==> config.mk <==
export PLATFORM = sky130hd
export DESIGN_NAME = i2c_master_register_access
export DESIGN_NICKNAME = d
export VERILOG_FILES = /design/src/i2cm_pkg.sv /design/src/i2cm_front.sv /design/src/i2cm_queue.sv /design/src/i2cm_engine.sv /design/src/i2c_master_register_access.sv
export SDC_FILE = /design/constraint.sdc
export NUM_CORES = 1
export LEC_CHECK = 0
export CAP_MARGIN = 20
export CORE_ASPECT_RATIO = 0.9
export CORE_MARGIN = 3
export CORE_UTILIZATION = 50
export CTS_BUF_LIST = sky130_fd_sc_hd__clkbuf_8
export DETAILED_ROUTE_END_ITERATION = 10
export DONT_BUFFER_PORTS = 1
export MAX_ROUTING_LAYER = met4
export PLACE_DENSITY = 0.75
export SYNTH_ARGS = -nofsm -noshare
export SYNTH_HDL_FRONTEND = slang
export SYNTH_SLANG_ARGS = --single-unit
==> constraint.sdc <==
create_clock -name clk -period 3.9 [get_ports clk]
set_input_delay 0.975 -clock clk [delete_from_list [all_inputs] [get_ports clk]]
set_output_delay 0.975 -clock clk [all_outputs]
set_load 0.05 [all_outputs]
==> src/i2cm_pkg.sv <==
// ----------------------------------------------------------------------------
// i2cm_pkg
// Shared types and constants for the I2C register-access master.
// ----------------------------------------------------------------------------
package i2cm_pkg;

  localparam int WRITE_DEPTH = 16;
  localparam int BUF_AW      = (WRITE_DEPTH > 1) ? $clog2(WRITE_DEPTH) : 1;
  localparam int CNT_W       = $clog2(WRITE_DEPTH + 1);

  localparam int KIND_W = 2;
  localparam int DEV_W  = 7;
  localparam int BYTE_W = 8;
  localparam int LEN_W  = 16;
  localparam int STAT_W = 2;

  localparam logic [KIND_W-1:0] KIND_TICK     = 2'd0;
  localparam logic [KIND_W-1:0] KIND_BEGIN_WR = 2'd1;
  localparam logic [KIND_W-1:0] KIND_BEGIN_RD = 2'd2;
  localparam logic [KIND_W-1:0] KIND_LOAD     = 2'd3;

  localparam logic [STAT_W-1:0] STATUS_NONE    = 2'd0;
  localparam logic [STAT_W-1:0] STATUS_OK      = 2'd1;
  localparam logic [STAT_W-1:0] STATUS_TIMEOUT = 2'd2;
  localparam logic [STAT_W-1:0] STATUS_REJECT  = 2'd3;

  localparam logic [BYTE_W-1:0] ACK_TIMEOUT_RST = 8'd250;

  typedef enum logic [1:0] {
    OP_TICK,
    OP_BEGIN_WR,
    OP_BEGIN_RD,
    OP_LOAD
  } op_t;

  typedef struct packed {
    op_t               op;
    logic              sda;
    logic [DEV_W-1:0]  dev;
    logic [BYTE_W-1:0] reg_addr;
    logic [LEN_W-1:0]  len;
    logic              len_fits;
    logic [BYTE_W-1:0] wbyte;
  } cmd_t;

endpackage

==> src/i2cm_front.sv <==
// ----------------------------------------------------------------------------
// i2cm_front
// Input side: decodes the beat kind into an operation and pushes the
// classified command into the queue.
// ----------------------------------------------------------------------------
module i2cm_front (
  input  logic                      in_valid,
  output logic                      in_ready,
  input  logic [i2cm_pkg::KIND_W-1:0] in_kind,
  input  logic                      in_sda_in,
  input  logic [i2cm_pkg::DEV_W-1:0]  in_dev_address,
  input  logic [i2cm_pkg::BYTE_W-1:0] in_reg_address,
  input  logic [i2cm_pkg::LEN_W-1:0]  in_length,
  input  logic [i2cm_pkg::BYTE_W-1:0] in_write_byte,
  input  logic                      q_full,
  output logic                      push,
  output i2cm_pkg::cmd_t            push_data
);
  import i2cm_pkg::*;

  assign in_ready = !q_full;
  assign push     = in_valid && !q_full;

  always_comb begin
    push_data          = '0;
    push_data.sda      = in_sda_in;
    push_data.dev      = in_dev_address;
    push_data.reg_addr = in_reg_address;
    push_data.len      = in_length;
    push_data.len_fits = (in_length <= LEN_W'(WRITE_DEPTH));
    push_data.wbyte    = in_write_byte;
    case (in_kind)
      KIND_TICK:     push_data.op = OP_TICK;
      KIND_BEGIN_WR: push_data.op = OP_BEGIN_WR;
      KIND_BEGIN_RD: push_data.op = OP_BEGIN_RD;
      KIND_LOAD:     push_data.op = OP_LOAD;
      default:       push_data.op = OP_TICK;
    endcase
  end

endmodule

==> src/i2cm_queue.sv <==
// ----------------------------------------------------------------------------
// i2cm_queue
// Two-entry command queue between the front and the bus engine.
// ----------------------------------------------------------------------------
module i2cm_queue (
  input  logic           clk,
  input  logic           rst_n,
  input  logic           push,
  input  i2cm_pkg::cmd_t push_data,
  output logic           full,
  input  logic           pop,
  output i2cm_pkg::cmd_t pop_data,
  output logic           not_empty
);
  import i2cm_pkg::*;

  cmd_t       q_mem [2];
  logic       wr_ptr_r, wr_ptr_nxt;
  logic       rd_ptr_r, rd_ptr_nxt;
  logic [1:0] count_r, count_nxt;

  assign full      = (count_r == 2'd2);
  assign not_empty = (count_r != 2'd0);
  assign pop_data  = q_mem[rd_ptr_r];

  always_comb begin
    wr_ptr_nxt = push ? !wr_ptr_r : wr_ptr_r;
    rd_ptr_nxt = pop  ? !rd_ptr_r : rd_ptr_r;
    count_nxt  = count_r + 2'(push) - 2'(pop);
  end

  always_ff @(posedge clk) begin
    if (!rst_n) begin
      wr_ptr_r <= 1'b0;
      rd_ptr_r <= 1'b0;
      count_r  <= 2'd0;
    end else begin
      wr_ptr_r <= wr_ptr_nxt;
      rd_ptr_r <= rd_ptr_nxt;
      count_r  <= count_nxt;
    end
  end

  always_ff @(posedge clk) begin
    if (push) begin
      q_mem[wr_ptr_r] <= push_data;
    end
  end

endmodule

==> src/i2cm_engine.sv <==
// ----------------------------------------------------------------------------
// i2cm_engine
// Bus engine: phase sequencer, write buffer, timeout register and the
// registered result stage.
// ----------------------------------------------------------------------------
module i2cm_engine (
  input  logic                        clk,
  input  logic                        rst_n,
  input  logic                        cmd_valid,
  input  i2cm_pkg::cmd_t              cmd,
  output logic                        cmd_pop,
  input  logic                        cfg_valid,
  output logic                        cfg_ready,
  input  logic [i2cm_pkg::BYTE_W-1:0] cfg_data,
  output logic                        out_valid,
  input  logic                        out_ready,
  output logic                        out_scl_level,
  output logic                        out_sda_level,
  output logic                        out_busy_res,
  output logic [i2cm_pkg::BYTE_W-1:0] out_read_byte,
  output logic                        out_read_valid,
  output logic                        out_read_last,
  output logic [i2cm_pkg::STAT_W-1:0] out_status
);
  import i2cm_pkg::*;

  typedef enum logic [4:0] {
    PH_IDLE, PH_START1, PH_START2, PH_TX_BIT, PH_TX_HIGH, PH_TX_LOW,
    PH_ACK_REL, PH_ACK_HIGH, PH_ACK_WAIT, PH_RS1, PH_RS2, PH_RS3, PH_RS4,
    PH_RX_LOW, PH_RX_HIGH, PH_RX_SAMPLE, PH_MACK_DRIVE, PH_MACK_HIGH,
    PH_MACK_LOW, PH_STOP1, PH_STOP2, PH_STOP3
  } phase_t;

  typedef enum logic [1:0] {
    ST_ADDR_W, ST_REG, ST_ADDR_R, ST_DATA
  } stage_t;

  phase_t            phase_r, phase_nxt;
  stage_t            stage_r, stage_nxt;
  logic [3:0]        bit_cnt_r, bit_cnt_nxt;
  logic [BYTE_W-1:0] shift_r, shift_nxt;
  logic [LEN_W-1:0]  byte_cnt_r, byte_cnt_nxt;
  logic [BYTE_W-1:0] wait_cnt_r, wait_cnt_nxt;
  logic [CNT_W-1:0]  fill_r, fill_nxt;
  logic [CNT_W-1:0]  rd_ptr_r, rd_ptr_nxt;
  logic [DEV_W-1:0]  tgt_addr_r, tgt_addr_nxt;
  logic [BYTE_W-1:0] tgt_reg_r, tgt_reg_nxt;
  logic              is_read_r, is_read_nxt;
  logic [LEN_W-1:0]  xfer_len_r, xfer_len_nxt;
  logic              failed_r, failed_nxt;
  logic              scl_r, scl_nxt;
  logic              sda_r, sda_nxt;
  logic [BYTE_W-1:0] ack_timeout_r;

  logic              out_valid_r;
  logic [BYTE_W-1:0] rbyte_r, rbyte;
  logic              rvalid_r, rvalid;
  logic              rlast_r, rlast;
  logic [STAT_W-1:0] status_r, status;
  logic              busy_r;

  logic [BYTE_W-1:0] buf_mem [WRITE_DEPTH];
  logic              buf_we;

  logic              go;
  logic [LEN_W-1:0]  bc_inc;
  logic [CNT_W-1:0]  ptr_inc;
  logic [LEN_W-1:0]  sel_bc;
  logic [CNT_W-1:0]  sel_ptr;
  logic              avail;
  logic [BYTE_W-1:0] buf_rd;
  logic [3:0]        bit_inc;
  logic              last_byte;

  assign cmd_pop   = cmd_valid && (!out_valid_r || out_ready);
  assign go        = cmd_pop;
  assign cfg_ready = 1'b1;

  // next data byte: after a data ACK the counters move on, so look one ahead
  assign bc_inc    = byte_cnt_r + LEN_W'(1);
  assign ptr_inc   = rd_ptr_r + CNT_W'(1);
  assign sel_bc    = (stage_r == ST_DATA) ? bc_inc : byte_cnt_r;
  assign sel_ptr   = (stage_r == ST_DATA) ? ptr_inc : rd_ptr_r;
  assign avail     = (sel_bc < xfer_len_r) && (sel_ptr < fill_r);
  assign buf_rd    = buf_mem[sel_ptr[BUF_AW-1:0]];
  assign bit_inc   = bit_cnt_r + 4'd1;
  assign last_byte = ({1'b0, byte_cnt_r} + (LEN_W+1)'(1)) >= {1'b0, xfer_len_r};

  always_comb begin
    phase_nxt    = phase_r;
    stage_nxt    = stage_r;
    bit_cnt_nxt  = bit_cnt_r;
    shift_nxt    = shift_r;
    byte_cnt_nxt = byte_cnt_r;
    wait_cnt_nxt = wait_cnt_r;
    fill_nxt     = fill_r;
    rd_ptr_nxt   = rd_ptr_r;
    tgt_addr_nxt = tgt_addr_r;
    tgt_reg_nxt  = tgt_reg_r;
    is_read_nxt  = is_read_r;
    xfer_len_nxt = xfer_len_r;
    failed_nxt   = failed_r;
    scl_nxt      = scl_r;
    sda_nxt      = sda_r;
    rbyte        = '0;
    rvalid       = 1'b0;
    rlast        = 1'b0;
    status       = STATUS_NONE;
    buf_we       = 1'b0;

    if (go) begin
      case (cmd.op)
        OP_BEGIN_WR, OP_BEGIN_RD: begin
          if (phase_r != PH_IDLE || (cmd.op == OP_BEGIN_WR &&
              (!cmd.len_fits || cmd.len[CNT_W-1:0] > fill_r))) begin
            status = STATUS_REJECT;
          end else begin
            tgt_addr_nxt = cmd.dev;
            tgt_reg_nxt  = cmd.reg_addr;
            is_read_nxt  = (cmd.op == OP_BEGIN_RD);
            xfer_len_nxt = cmd.len;
            byte_cnt_nxt = '0;
            rd_ptr_nxt   = '0;
            wait_cnt_nxt = '0;
            failed_nxt   = 1'b0;
            stage_nxt    = ST_ADDR_W;
            phase_nxt    = PH_START1;
          end
        end
        OP_LOAD: begin
          if (phase_r != PH_IDLE || fill_r >= CNT_W'(WRITE_DEPTH)) begin
            status = STATUS_REJECT;
          end else begin
            buf_we   = 1'b1;
            fill_nxt = fill_r + CNT_W'(1);
          end
        end
        default: begin
          case (phase_r)
            PH_START1: begin
              sda_nxt   = 1'b0;
              scl_nxt   = 1'b1;
              phase_nxt = PH_START2;
            end
            PH_START2: begin
              scl_nxt     = 1'b0;
              shift_nxt   = {tgt_addr_r, 1'b0};
              bit_cnt_nxt = '0;
              stage_nxt   = ST_ADDR_W;
              phase_nxt   = PH_TX_BIT;
            end
            PH_TX_BIT: begin
              sda_nxt   = shift_r[BYTE_W-1];
              phase_nxt = PH_TX_HIGH;
            end
            PH_TX_HIGH: begin
              scl_nxt   = 1'b1;
              phase_nxt = PH_TX_LOW;
            end
            PH_TX_LOW: begin
              scl_nxt     = 1'b0;
              shift_nxt   = {shift_r[BYTE_W-2:0], 1'b0};
              bit_cnt_nxt = bit_inc;
              phase_nxt   = (bit_inc >= 4'd8) ? PH_ACK_REL : PH_TX_BIT;
            end
            PH_ACK_REL: begin
              sda_nxt      = 1'b1;
              wait_cnt_nxt = '0;
              phase_nxt    = PH_ACK_HIGH;
            end
            PH_ACK_HIGH: begin
              scl_nxt   = 1'b1;
              phase_nxt = PH_ACK_WAIT;
            end
            PH_ACK_WAIT: begin
              if (!cmd.sda) begin
                scl_nxt = 1'b0;
                case (stage_r)
                  ST_ADDR_W: begin
                    shift_nxt   = tgt_reg_r;
                    bit_cnt_nxt = '0;
                    stage_nxt   = ST_REG;
                    phase_nxt   = PH_TX_BIT;
                  end
                  ST_ADDR_R: begin
                    if (xfer_len_r == '0) begin
                      phase_nxt = PH_STOP1;
                    end else begin
                      bit_cnt_nxt = '0;
                      shift_nxt   = '0;
                      phase_nxt   = PH_RX_LOW;
                    end
                  end
                  default: begin
                    if (stage_r == ST_DATA) begin
                      byte_cnt_nxt = bc_inc;
                      rd_ptr_nxt   = ptr_inc;
                    end
                    if (stage_r == ST_REG && is_read_r) begin
                      phase_nxt = PH_RS1;
                    end else if (avail) begin
                      shift_nxt   = buf_rd;
                      bit_cnt_nxt = '0;
                      stage_nxt   = ST_DATA;
                      phase_nxt   = PH_TX_BIT;
                    end else begin
                      phase_nxt = PH_STOP1;
                    end
                  end
                endcase
              end else if (wait_cnt_r >= ack_timeout_r) begin
                failed_nxt = 1'b1;
                phase_nxt  = PH_STOP1;
              end else begin
                wait_cnt_nxt = wait_cnt_r + BYTE_W'(1);
              end
            end
            PH_RS1: begin
              sda_nxt   = 1'b1;
              scl_nxt   = 1'b0;
              phase_nxt = PH_RS2;
            end
            PH_RS2: begin
              scl_nxt   = 1'b1;
              phase_nxt = PH_RS3;
            end
            PH_RS3: begin
              sda_nxt   = 1'b0;
              phase_nxt = PH_RS4;
            end
            PH_RS4: begin
              scl_nxt     = 1'b0;
              shift_nxt   = {tgt_addr_r, 1'b1};
              bit_cnt_nxt = '0;
              stage_nxt   = ST_ADDR_R;
              phase_nxt   = PH_TX_BIT;
            end
            PH_RX_LOW: begin
              scl_nxt   = 1'b0;
              sda_nxt   = 1'b1;
              phase_nxt = PH_RX_HIGH;
            end
            PH_RX_HIGH: begin
              scl_nxt   = 1'b1;
              phase_nxt = PH_RX_SAMPLE;
            end
            PH_RX_SAMPLE: begin
              shift_nxt   = {shift_r[BYTE_W-2:0], cmd.sda};
              bit_cnt_nxt = bit_inc;
              phase_nxt   = (bit_inc >= 4'd8) ? PH_MACK_DRIVE : PH_RX_LOW;
            end
            PH_MACK_DRIVE: begin
              scl_nxt   = 1'b0;
              sda_nxt   = last_byte;
              rbyte     = shift_r;
              rvalid    = 1'b1;
              rlast     = last_byte;
              phase_nxt = PH_MACK_HIGH;
            end
            PH_MACK_HIGH: begin
              scl_nxt   = 1'b1;
              phase_nxt = PH_MACK_LOW;
            end
            PH_MACK_LOW: begin
              scl_nxt      = 1'b0;
              byte_cnt_nxt = bc_inc;
              bit_cnt_nxt  = '0;
              shift_nxt    = '0;
              phase_nxt    = (bc_inc >= xfer_len_r) ? PH_STOP1 : PH_RX_LOW;
            end
            PH_STOP1: begin
              scl_nxt   = 1'b0;
              sda_nxt   = 1'b0;
              phase_nxt = PH_STOP2;
            end
            PH_STOP2: begin
              scl_nxt   = 1'b1;
              phase_nxt = PH_STOP3;
            end
            PH_STOP3: begin
              sda_nxt = 1'b1;
              status  = failed_r ? STATUS_TIMEOUT : STATUS_OK;
              if (!is_read_r) begin
                fill_nxt   = '0;
                rd_ptr_nxt = '0;
              end
              failed_nxt = 1'b0;
              phase_nxt  = PH_IDLE;
            end
            default: begin
              scl_nxt   = 1'b1;
              sda_nxt   = 1'b1;
              phase_nxt = PH_IDLE;
            end
          endcase
        end
      endcase
    end
  end

  always_ff @(posedge clk) begin
    if (!rst_n) begin
      phase_r       <= PH_IDLE;
      stage_r       <= ST_ADDR_W;
      bit_cnt_r     <= '0;
      shift_r       <= '0;
      byte_cnt_r    <= '0;
      wait_cnt_r    <= '0;
      fill_r        <= '0;
      rd_ptr_r      <= '0;
      tgt_addr_r    <= '0;
      tgt_reg_r     <= '0;
      is_read_r     <= 1'b0;
      xfer_len_r    <= '0;
      failed_r      <= 1'b0;
      scl_r         <= 1'b1;
      sda_r         <= 1'b1;
      ack_timeout_r <= ACK_TIMEOUT_RST;
      out_valid_r   <= 1'b0;
    end else begin
      phase_r    <= phase_nxt;
      stage_r    <= stage_nxt;
      bit_cnt_r  <= bit_cnt_nxt;
      shift_r    <= shift_nxt;
      byte_cnt_r <= byte_cnt_nxt;
      wait_cnt_r <= wait_cnt_nxt;
      fill_r     <= fill_nxt;
      rd_ptr_r   <= rd_ptr_nxt;
      tgt_addr_r <= tgt_addr_nxt;
      tgt_reg_r  <= tgt_reg_nxt;
      is_read_r  <= is_read_nxt;
      xfer_len_r <= xfer_len_nxt;
      failed_r   <= failed_nxt;
      scl_r      <= scl_nxt;
      sda_r      <= sda_nxt;
      if (cfg_valid) begin
        ack_timeout_r <= cfg_data;
      end
      if (go) begin
        out_valid_r <= 1'b1;
      end else if (out_ready) begin
        out_valid_r <= 1'b0;
      end
    end
  end

  always_ff @(posedge clk) begin
    if (go) begin
      rbyte_r  <= rbyte;
      rvalid_r <= rvalid;
      rlast_r  <= rlast;
      status_r <= status;
      busy_r   <= (phase_nxt != PH_IDLE);
    end
  end

  always_ff @(posedge clk) begin
    if (buf_we) begin
      buf_mem[fill_r[BUF_AW-1:0]] <= cmd.wbyte;
    end
  end

  assign out_valid      = out_valid_r;
  assign out_scl_level  = scl_r;
  assign out_sda_level  = sda_r;
  assign out_busy_res   = busy_r;
  assign out_read_byte  = rbyte_r;
  assign out_read_valid = rvalid_r;
  assign out_read_last  = rlast_r;
  assign out_status     = status_r;

endmodule

==> src/i2c_master_register_access.sv <==
// ----------------------------------------------------------------------------
// i2c_master_register_access
// I2C master for register reads and writes, one bus phase per tick beat.
// ----------------------------------------------------------------------------
//  channel | signals                          | direction
//  in_     | in_valid/in_ready + item fields  | beat in, one per item
//  out_    | out_valid/out_ready + results    | beat out, one per item
//  cfg_    | cfg_valid/cfg_ready + cfg_data   | ack timeout write, always ready
//
//  One item per clock unless out_ready stalls; beats are queued then registered.
//  Rate is set by the engine, which retires one queued command per cycle.
//  Synchronous active-low reset; SCL/SDA come out of reset released high.
//  A stalled out_ready holds the result register; the two-entry queue
//  absorbs the backlog and in_ready drops only when it is full.
// ----------------------------------------------------------------------------
module i2c_master_register_access (
  input  logic                        clk,
  input  logic                        rst_n,
  input  logic                        in_valid,
  output logic                        in_ready,
  input  logic [i2cm_pkg::KIND_W-1:0] in_kind,
  input  logic                        in_sda_in,
  input  logic [i2cm_pkg::DEV_W-1:0]  in_dev_address,
  input  logic [i2cm_pkg::BYTE_W-1:0] in_reg_address,
  input  logic [i2cm_pkg::LEN_W-1:0]  in_length,
  input  logic [i2cm_pkg::BYTE_W-1:0] in_write_byte,
  output logic                        out_valid,
  input  logic                        out_ready,
  output logic                        out_scl_level,
  output logic                        out_sda_level,
  output logic                        out_busy_res,
  output logic [i2cm_pkg::BYTE_W-1:0] out_read_byte,
  output logic                        out_read_valid,
  output logic                        out_read_last,
  output logic [i2cm_pkg::STAT_W-1:0] out_status,
  input  logic                        cfg_valid,
  output logic                        cfg_ready,
  input  logic [i2cm_pkg::BYTE_W-1:0] cfg_data
);
  import i2cm_pkg::*;

  logic q_full;
  logic q_push;
  logic q_pop;
  logic q_not_empty;
  cmd_t q_in;
  cmd_t q_out;

  i2cm_front u_front (
    .in_valid       (in_valid),
    .in_ready       (in_ready),
    .in_kind        (in_kind),
    .in_sda_in      (in_sda_in),
    .in_dev_address (in_dev_address),
    .in_reg_address (in_reg_address),
    .in_length      (in_length),
    .in_write_byte  (in_write_byte),
    .q_full         (q_full),
    .push           (q_push),
    .push_data      (q_in)
  );

  i2cm_queue u_queue (
    .clk       (clk),
    .rst_n     (rst_n),
    .push      (q_push),
    .push_data (q_in),
    .full      (q_full),
    .pop       (q_pop),
    .pop_data  (q_out),
    .not_empty (q_not_empty)
  );

  i2cm_engine u_engine (
    .clk            (clk),
    .rst_n          (rst_n),
    .cmd_valid      (q_not_empty),
    .cmd            (q_out),
    .cmd_pop        (q_pop),
    .cfg_valid      (cfg_valid),
    .cfg_ready      (cfg_ready),
    .cfg_data       (cfg_data),
    .out_valid      (out_valid),
    .out_ready      (out_ready),
    .out_scl_level  (out_scl_level),
    .out_sda_level  (out_sda_level),
    .out_busy_res   (out_busy_res),
    .out_read_byte  (out_read_byte),
    .out_read_valid (out_read_valid),
    .out_read_last  (out_read_last),
    .out_status     (out_status)
  );

endmodule

* After elaboration in Yosys (flattened, before gate mapping)
Memories as Yosys holds them, arrays and structs flattened. A register that Yosys moved wholly into a read port is not among the register bits.
Index checks and enable logic that the tools add are counted.
** Word-level totals
- Flip-flop bits (word level) :: 114
- RAM bits :: 214
- Input port bits :: 55
- Output and inout bits :: 18
- Memories :: 2
** Operators by class
- Add/subtract/negate cells :: 8
- $lt $le $gt $ge :: 9
- Equality and inequality tests :: 47
- Multiplexer cells :: 79
- Bitwise operators :: 7
- Reduce and logical (&&, ||, !) cells :: 50
** Memories
- u_engine.buf_mem :: words 16, width 8, read ports 1, clocked after memory_dff 0, write ports 1, RTL line i2cm_engine.sv:62 : logic [BYTE_W-1:0] buf_mem [WRITE_DEPTH];
- u_queue.q_mem :: words 2, width 43, read ports 1, clocked after memory_dff 1, write ports 1, RTL line i2cm_queue.sv:17 : cmd_t q_mem [2];
** Operators by type and width (number)
- $pmux W5 S19 :: 1
- $mux W5 :: 16
- $mux W16 :: 4
- $pmux W16 S2 :: 2
- $mux W8 :: 7
- $pmux W5 S2 :: 5
- $pmux W8 S2 :: 3
- $pmux W8 S6 :: 1
- $eq A5 B4 Y1 const B :: 8
- $eq A5 B5 Y1 const B :: 6
- $reduce_and A7 Y1 :: 3
- $eq A5 B3 Y1 const B :: 4
- $reduce_and A6 Y1 :: 3
- $add A16 B1 Y17 const B :: 1
- $ge A17 B16 Y1 :: 1
- $add A16 B1 Y16 const B :: 1
- $ge A16 B16 Y1 :: 1
- $le A16 B5 Y1 const B :: 1
- $logic_not A16 Y1 :: 1
- $lt A16 B16 Y1 :: 1
- $mux W1 :: 16
- $mux W2 :: 8
- $mux W4 :: 4
- $eq A2 B2 Y1 const B :: 7
- 49 further kinds :: 95

* Depth between registers and ports, before layout
- Word-level depth :: 12
- Gate-level depth with buffers :: 19
- Depth with buffers taken out :: 17

* Modules after synthesis
Synthesis repeated with hierarchy kept, for this count alone.
** Second synthesis, totals
- Cells, all modules :: 1389
- Area total of the unflattened synthesis :: 16291.9 um^2
** By module, submodules not included
- i2cm_engine :: times used 1, cells each 1185, area an instance 12403.1 um^2, seq. area each 6175.9 um^2
- i2cm_queue :: times used 1, cells each 155, area an instance 3535.9 um^2, seq. area each 2682.6 um^2
- i2cm_front :: times used 1, cells each 49, area an instance 352.8 um^2, seq. area each 0.0 um^2

* Worst setup path after synthesis
No wires, ideal clock.
- Path type :: flip-flop to flip-flop
- Start :: reg u_engine.byte_cnt_r[0]
- End :: reg u_engine.shift_r[2]
- Setup time :: 0.128 ns
- Data arrival time :: 3.914 ns
- Slack :: -0.142 ns
- Stages on the path, launching flop included :: 20
- Buffers on the path :: 2
- Clock period less this slack :: 4.042 ns
- Cell sequence :: dfxtp_1 ha_1 and3_1 nand3_1 or3_1 clkbuf_1 nor2_1 nand3_1 nor2_1 xor2_1 ha_1 a21oi_1 a21boi_0 a211oi_1 o211ai_1 o2bb2ai_1 nor2_2 buf_4 mux2i_1 nor2_1
** On the way
- Cells in the longest elaborated chain, start to end :: 6
** RTL lines
- from (decl) :: RTL line i2cm_engine.sv:42 : logic [LEN_W-1:0] byte_cnt_r, byte_cnt_nxt;
- from (signal assigned) :: RTL line i2cm_engine.sv:325 : byte_cnt_r <= byte_cnt_nxt;
- $add A16 B1 Y16 :: RTL line i2cm_engine.sv:80 : assign bc_inc = byte_cnt_r + LEN_W'(1);
- $mux W16 (*)
- $lt A16 B16 Y1 (*) :: RTL line i2cm_engine.sv:84 : assign avail = (sel_bc < xfer_len_r) && (sel_ptr < fill_r);
- $logic_and A1 B1 Y1 (*) :: RTL line i2cm_engine.sv:84
- $ne A4 B3 Y1 (no line) (*)
- $reduce_and A7 Y1 (no line) (*)
- to (signal assigned) :: RTL line i2cm_engine.sv:324 : shift_r <= shift_nxt;
- to (decl) :: RTL line i2cm_engine.sv:41 : logic [BYTE_W-1:0] shift_r, shift_nxt;
Mark *: on every way between the ends. The rest lies on a longest branch, timed or not.
A chain may end at the register's enable or synchronous reset.

* Worst setup path in the final report
- Start :: reg u_engine.byte_cnt_r[1]
- End :: reg u_engine.shift_r[0]
The elaborated chain is that of the path after synthesis.

==> results.cfg <==
[finish]
final_cell_mix = edfxtp_1 (227), nor2_1 (125), dfxtp_1 (100)
area_delta_synth_final_pct = 11.5
layout-drive-gt1-share_pct = 15.0
final.fill_count = 2426
finalInstanceArea_um2 = 17300
utilization_pct = 57.3
final_nets = 1465
layout_commonest_cell = edfxtp_1

[die]
rows = 60
die-height_um = 173
ios = 73
core_um2 = 30300
die_area_um2 = 33200
dieWidth_um = 192
start_util_pct = 51.4

[timing]
finalClockSkew_ps = 45.8
fin_crit_sh_pct = 94.2
worst_pin_slew_ps = 1020
period_minus_slack_ps = 3670
max-slew-margin-rel_pct = 31.8
max_freq_mhz = 272
hold_viol_final = 0
slew_viol_final = 0
setup_viol = 0
holdWs_ps = 449

[global_route]
grt_antenna_before_repair = 1
overflow = 0
grt_pass1_vias = 10100
grt_max_degree = 59
grt_pass1_wl_um = 55200
gr-usage-all-layers_pct = 21.7

[synthesis]
synth.largest_area_cell = edfxtp_1
netlist_instances = 1305
synth_edf_count = 227
synth_nets = 1423
synth_area_per_cell_um2 = 11.9
synth_area_leaders = edfxtp_1 (44%), dfxtp_1 (13%), mux2i_1 (5.4%)
ys_ff_latch = 329
synth_top_area_share_pct = 43.9
async_flop_share_pct = 0
yosysWarnings = 0
ys.flop_type = edfxtp_1
synth_area_um2 = 15500
synth.distinct_cells = 79
yosysSeqAreaShare_pct = 57.0

[cts]
htreeDepth = 2
numCtsBuffers = 52
cts_root_buf = clkbuf_8
cts_tree = done
clock-sinks = 329
clk_pin_slew_ps = 70
hold_buffers = 0
max-clock-path-buffers = 3
clk_latency_ps = 620

[critical_path]
worstPathArrival_ps = 4110
end_kind = flip-flop
slowest_stage = or3_4
cp.required_ps = 4340
critPathLaunchType = flip-flop
cpPeakStageDelay_ps = 390
crit_chain = ha_2, and3_1, nand3_1, or3_4, nor2_2, nand3_2, nor2_1, xor2_1, ha_1, a21oi_1, a21boi_0, a211oi_1, o211ai_1, o2bb2ai_1, nor2_2, buf_6, mux2i_1, nor2_1
cp_max_fo = 14
worstSetupPathType = flip-flop to flip-flop

[power_and_ir_drop]
seqPwrFrac_pct = 45.6
peakVddDrop_mv = 0.474
clockPowerShare_pct = 27.7
finalPower_mw = 10.5
p_int_mw = 6.82
p_sw_share_pct = 34.8
power.density_nw_per_um2 = 604
combPwrFrac_pct = 26.8
p_leak_nw = 6.46
power.switching_mw = 3.64

[route]
firstDrtPassIters = 6
drc = 0
drtIter0Drc = 907
vias = 10500
routed_wl_um = 35400
drt-vias-per-instance = 5.87
ant_nets = 0
wl_per_cell_um = 19.7

[place]
dp_hpwl_um = 24900
globalplace.congestion = 0.956
portBuffers = 0
dpl-instance-area_um2 = 16300

[min_path]
hold_class = primary input to flip-flop

[status]
status = finished clean

[run]
cap_viol_max_count = 0
## sequential cells by signal (all words and copies together) (netlist names), 7 cells and up, named ones only
| register | count |
|---|---|
| u_engine.buf_mem | 128 |
| u_queue.q_mem | 86 |
| u_engine.byte_cnt_r | 16 |
| u_engine.xfer_len_r | 16 |
| u_engine.ack_timeout_r | 8 |
| u_engine.out_read_byte | 8 |
| u_engine.shift_r | 8 |
| u_engine.tgt_reg_r | 8 |
| u_engine.wait_cnt_r | 8 |
| u_engine.tgt_addr_r | 7 |
## power by group through the flow
stage	clock (mW)	combinational (mW)	sequential [mW]
global placement	0	2.66	4.83
CTS	2.96	2.74	4.77
global route	3.12	3.06	4.81
finish	2.90	2.80	4.77
floorplan	0	1.97	4.72
detailed placement	0	2.72	4.84
## synth_stat cells, drive strengths merged (4+ instances only)
| library cell | n |
|---|---|
| a211oi | 37 |
| a21o | 4 |
| a21oi | 61 |
| a221oi | 4 |
| a222oi | 7 |
| a22oi | 13 |
| a31oi | 9 |
| a32oi | 4 |
| and2 | 16 |
| and3 | 14 |
| buf | 23 |
| clkbuf | 51 |
| dfxtp | 102 |
| edfxtp | 227 |
| ha | 63 |
| inv | 46 |
| mux2 | 18 |
| mux2i | 85 |
| mux4 | 20 |
| nand2 | 88 |
| nand2b | 10 |
| nand3 | 36 |
| nand3b | 5 |
| nand4 | 15 |
| nor2 | 129 |
| nor2b | 10 |
| nor3 | 23 |
| nor3b | 4 |
| nor4 | 8 |
| o211ai | 17 |
| o21a | 8 |
| o21ai | 40 |
| o221a | 4 |
| o22ai | 5 |
| o31ai | 10 |
| or2 | 4 |
| or3 | 8 |
| xnor2 | 24 |
| xor2 | 15 |
## through the flow
stage	setup WS [ps]	cells	TNS, ps
detailed placement	10.8	1695	0
global route	-17.9	1793	-17.9
CTS	16.6	1792	0
floorplan	9.44	1305	0
finish	225	1793	0
global placement	151	1695	0
## critical path: cells and delay by family, from the launching register on
kind	cells	cell delay, ps
AND/OR/NAND/NOR	8	1280
AO/OA/AOI/OAI	5	820
adder cells (fa/ha/maj)	2	470
flip-flops	1	360
multiplexers	1	200
XOR/XNOR	1	180
buffers and inverters	1	180
## path summary, 6_finish.rpt
kind                     startpoint               endpoint  slack [ps]  cells past startpoint
min                   in_length[15]   u_queue.q_mem[0][24]         450                      0
max          u_engine.byte_cnt_r[1]    u_engine.shift_r[0]         230                     18
min reg2reg   u_engine.bit_cnt_r[3]  u_engine.bit_cnt_r[3]         470                      2
max reg2reg  u_engine.byte_cnt_r[1]    u_engine.shift_r[0]         230                     18
## cell type report
class | count | area, um2 | share of cell area (%)
antenna | 1 | 2.50 | 0.0144
clock buffer | 58 | 798 | 4.60
clock inverter | 38 | 241 | 1.39
inverter | 47 | 176 | 1.02
multi-input combinational | 855 | 6260 | 36.1
sequential | 329 | 8860 | 51.1
tap | 403 | 504 | 2.91
timing repair buffer | 62 | 494 | 2.85
## cells by family (layout without fill, tap and decap cells)
group | count (synthesis) | count (layout) | share of synthesized area, %
AND/OR/NAND/NOR | 379 | 379 | 11.6
flip-flops | 329 | 329 | 57.0
AO/OA/AOI/OAI | 250 | 250 | 11.2
multiplexers | 123 | 123 | 9.70
buffers and inverters | 121 | 205 | 3.16
adder cells (fa/ha/maj) | 63 | 63 | 5.07
XOR/XNOR | 39 | 39 | 2.20
other | 1 | 2 | 0.0241
## repair_timing
item | 4_1_cts | 5_1_grt
resized for setup | 0 | 8
setup endpoints to repair | 3 | 18
pin swaps | 0 | 2
buffers inserted | 1 | 0
## per-layer routing
layer / share of wire (%) / wire length [um] / global-route usage, % / vias to the layer above
li1: - / - / - / 4980
met3: 9.2 / 3260 / 5.54 / 52
met1: 46 / 16100 / 31.3 / 5070
met5: 0 / 0 / - / -
met2: 43 / 15300 / 30.6 / 419
met4: 1.9 / 672 / 6.11 / 0
(Power assumes the default switching activity.)
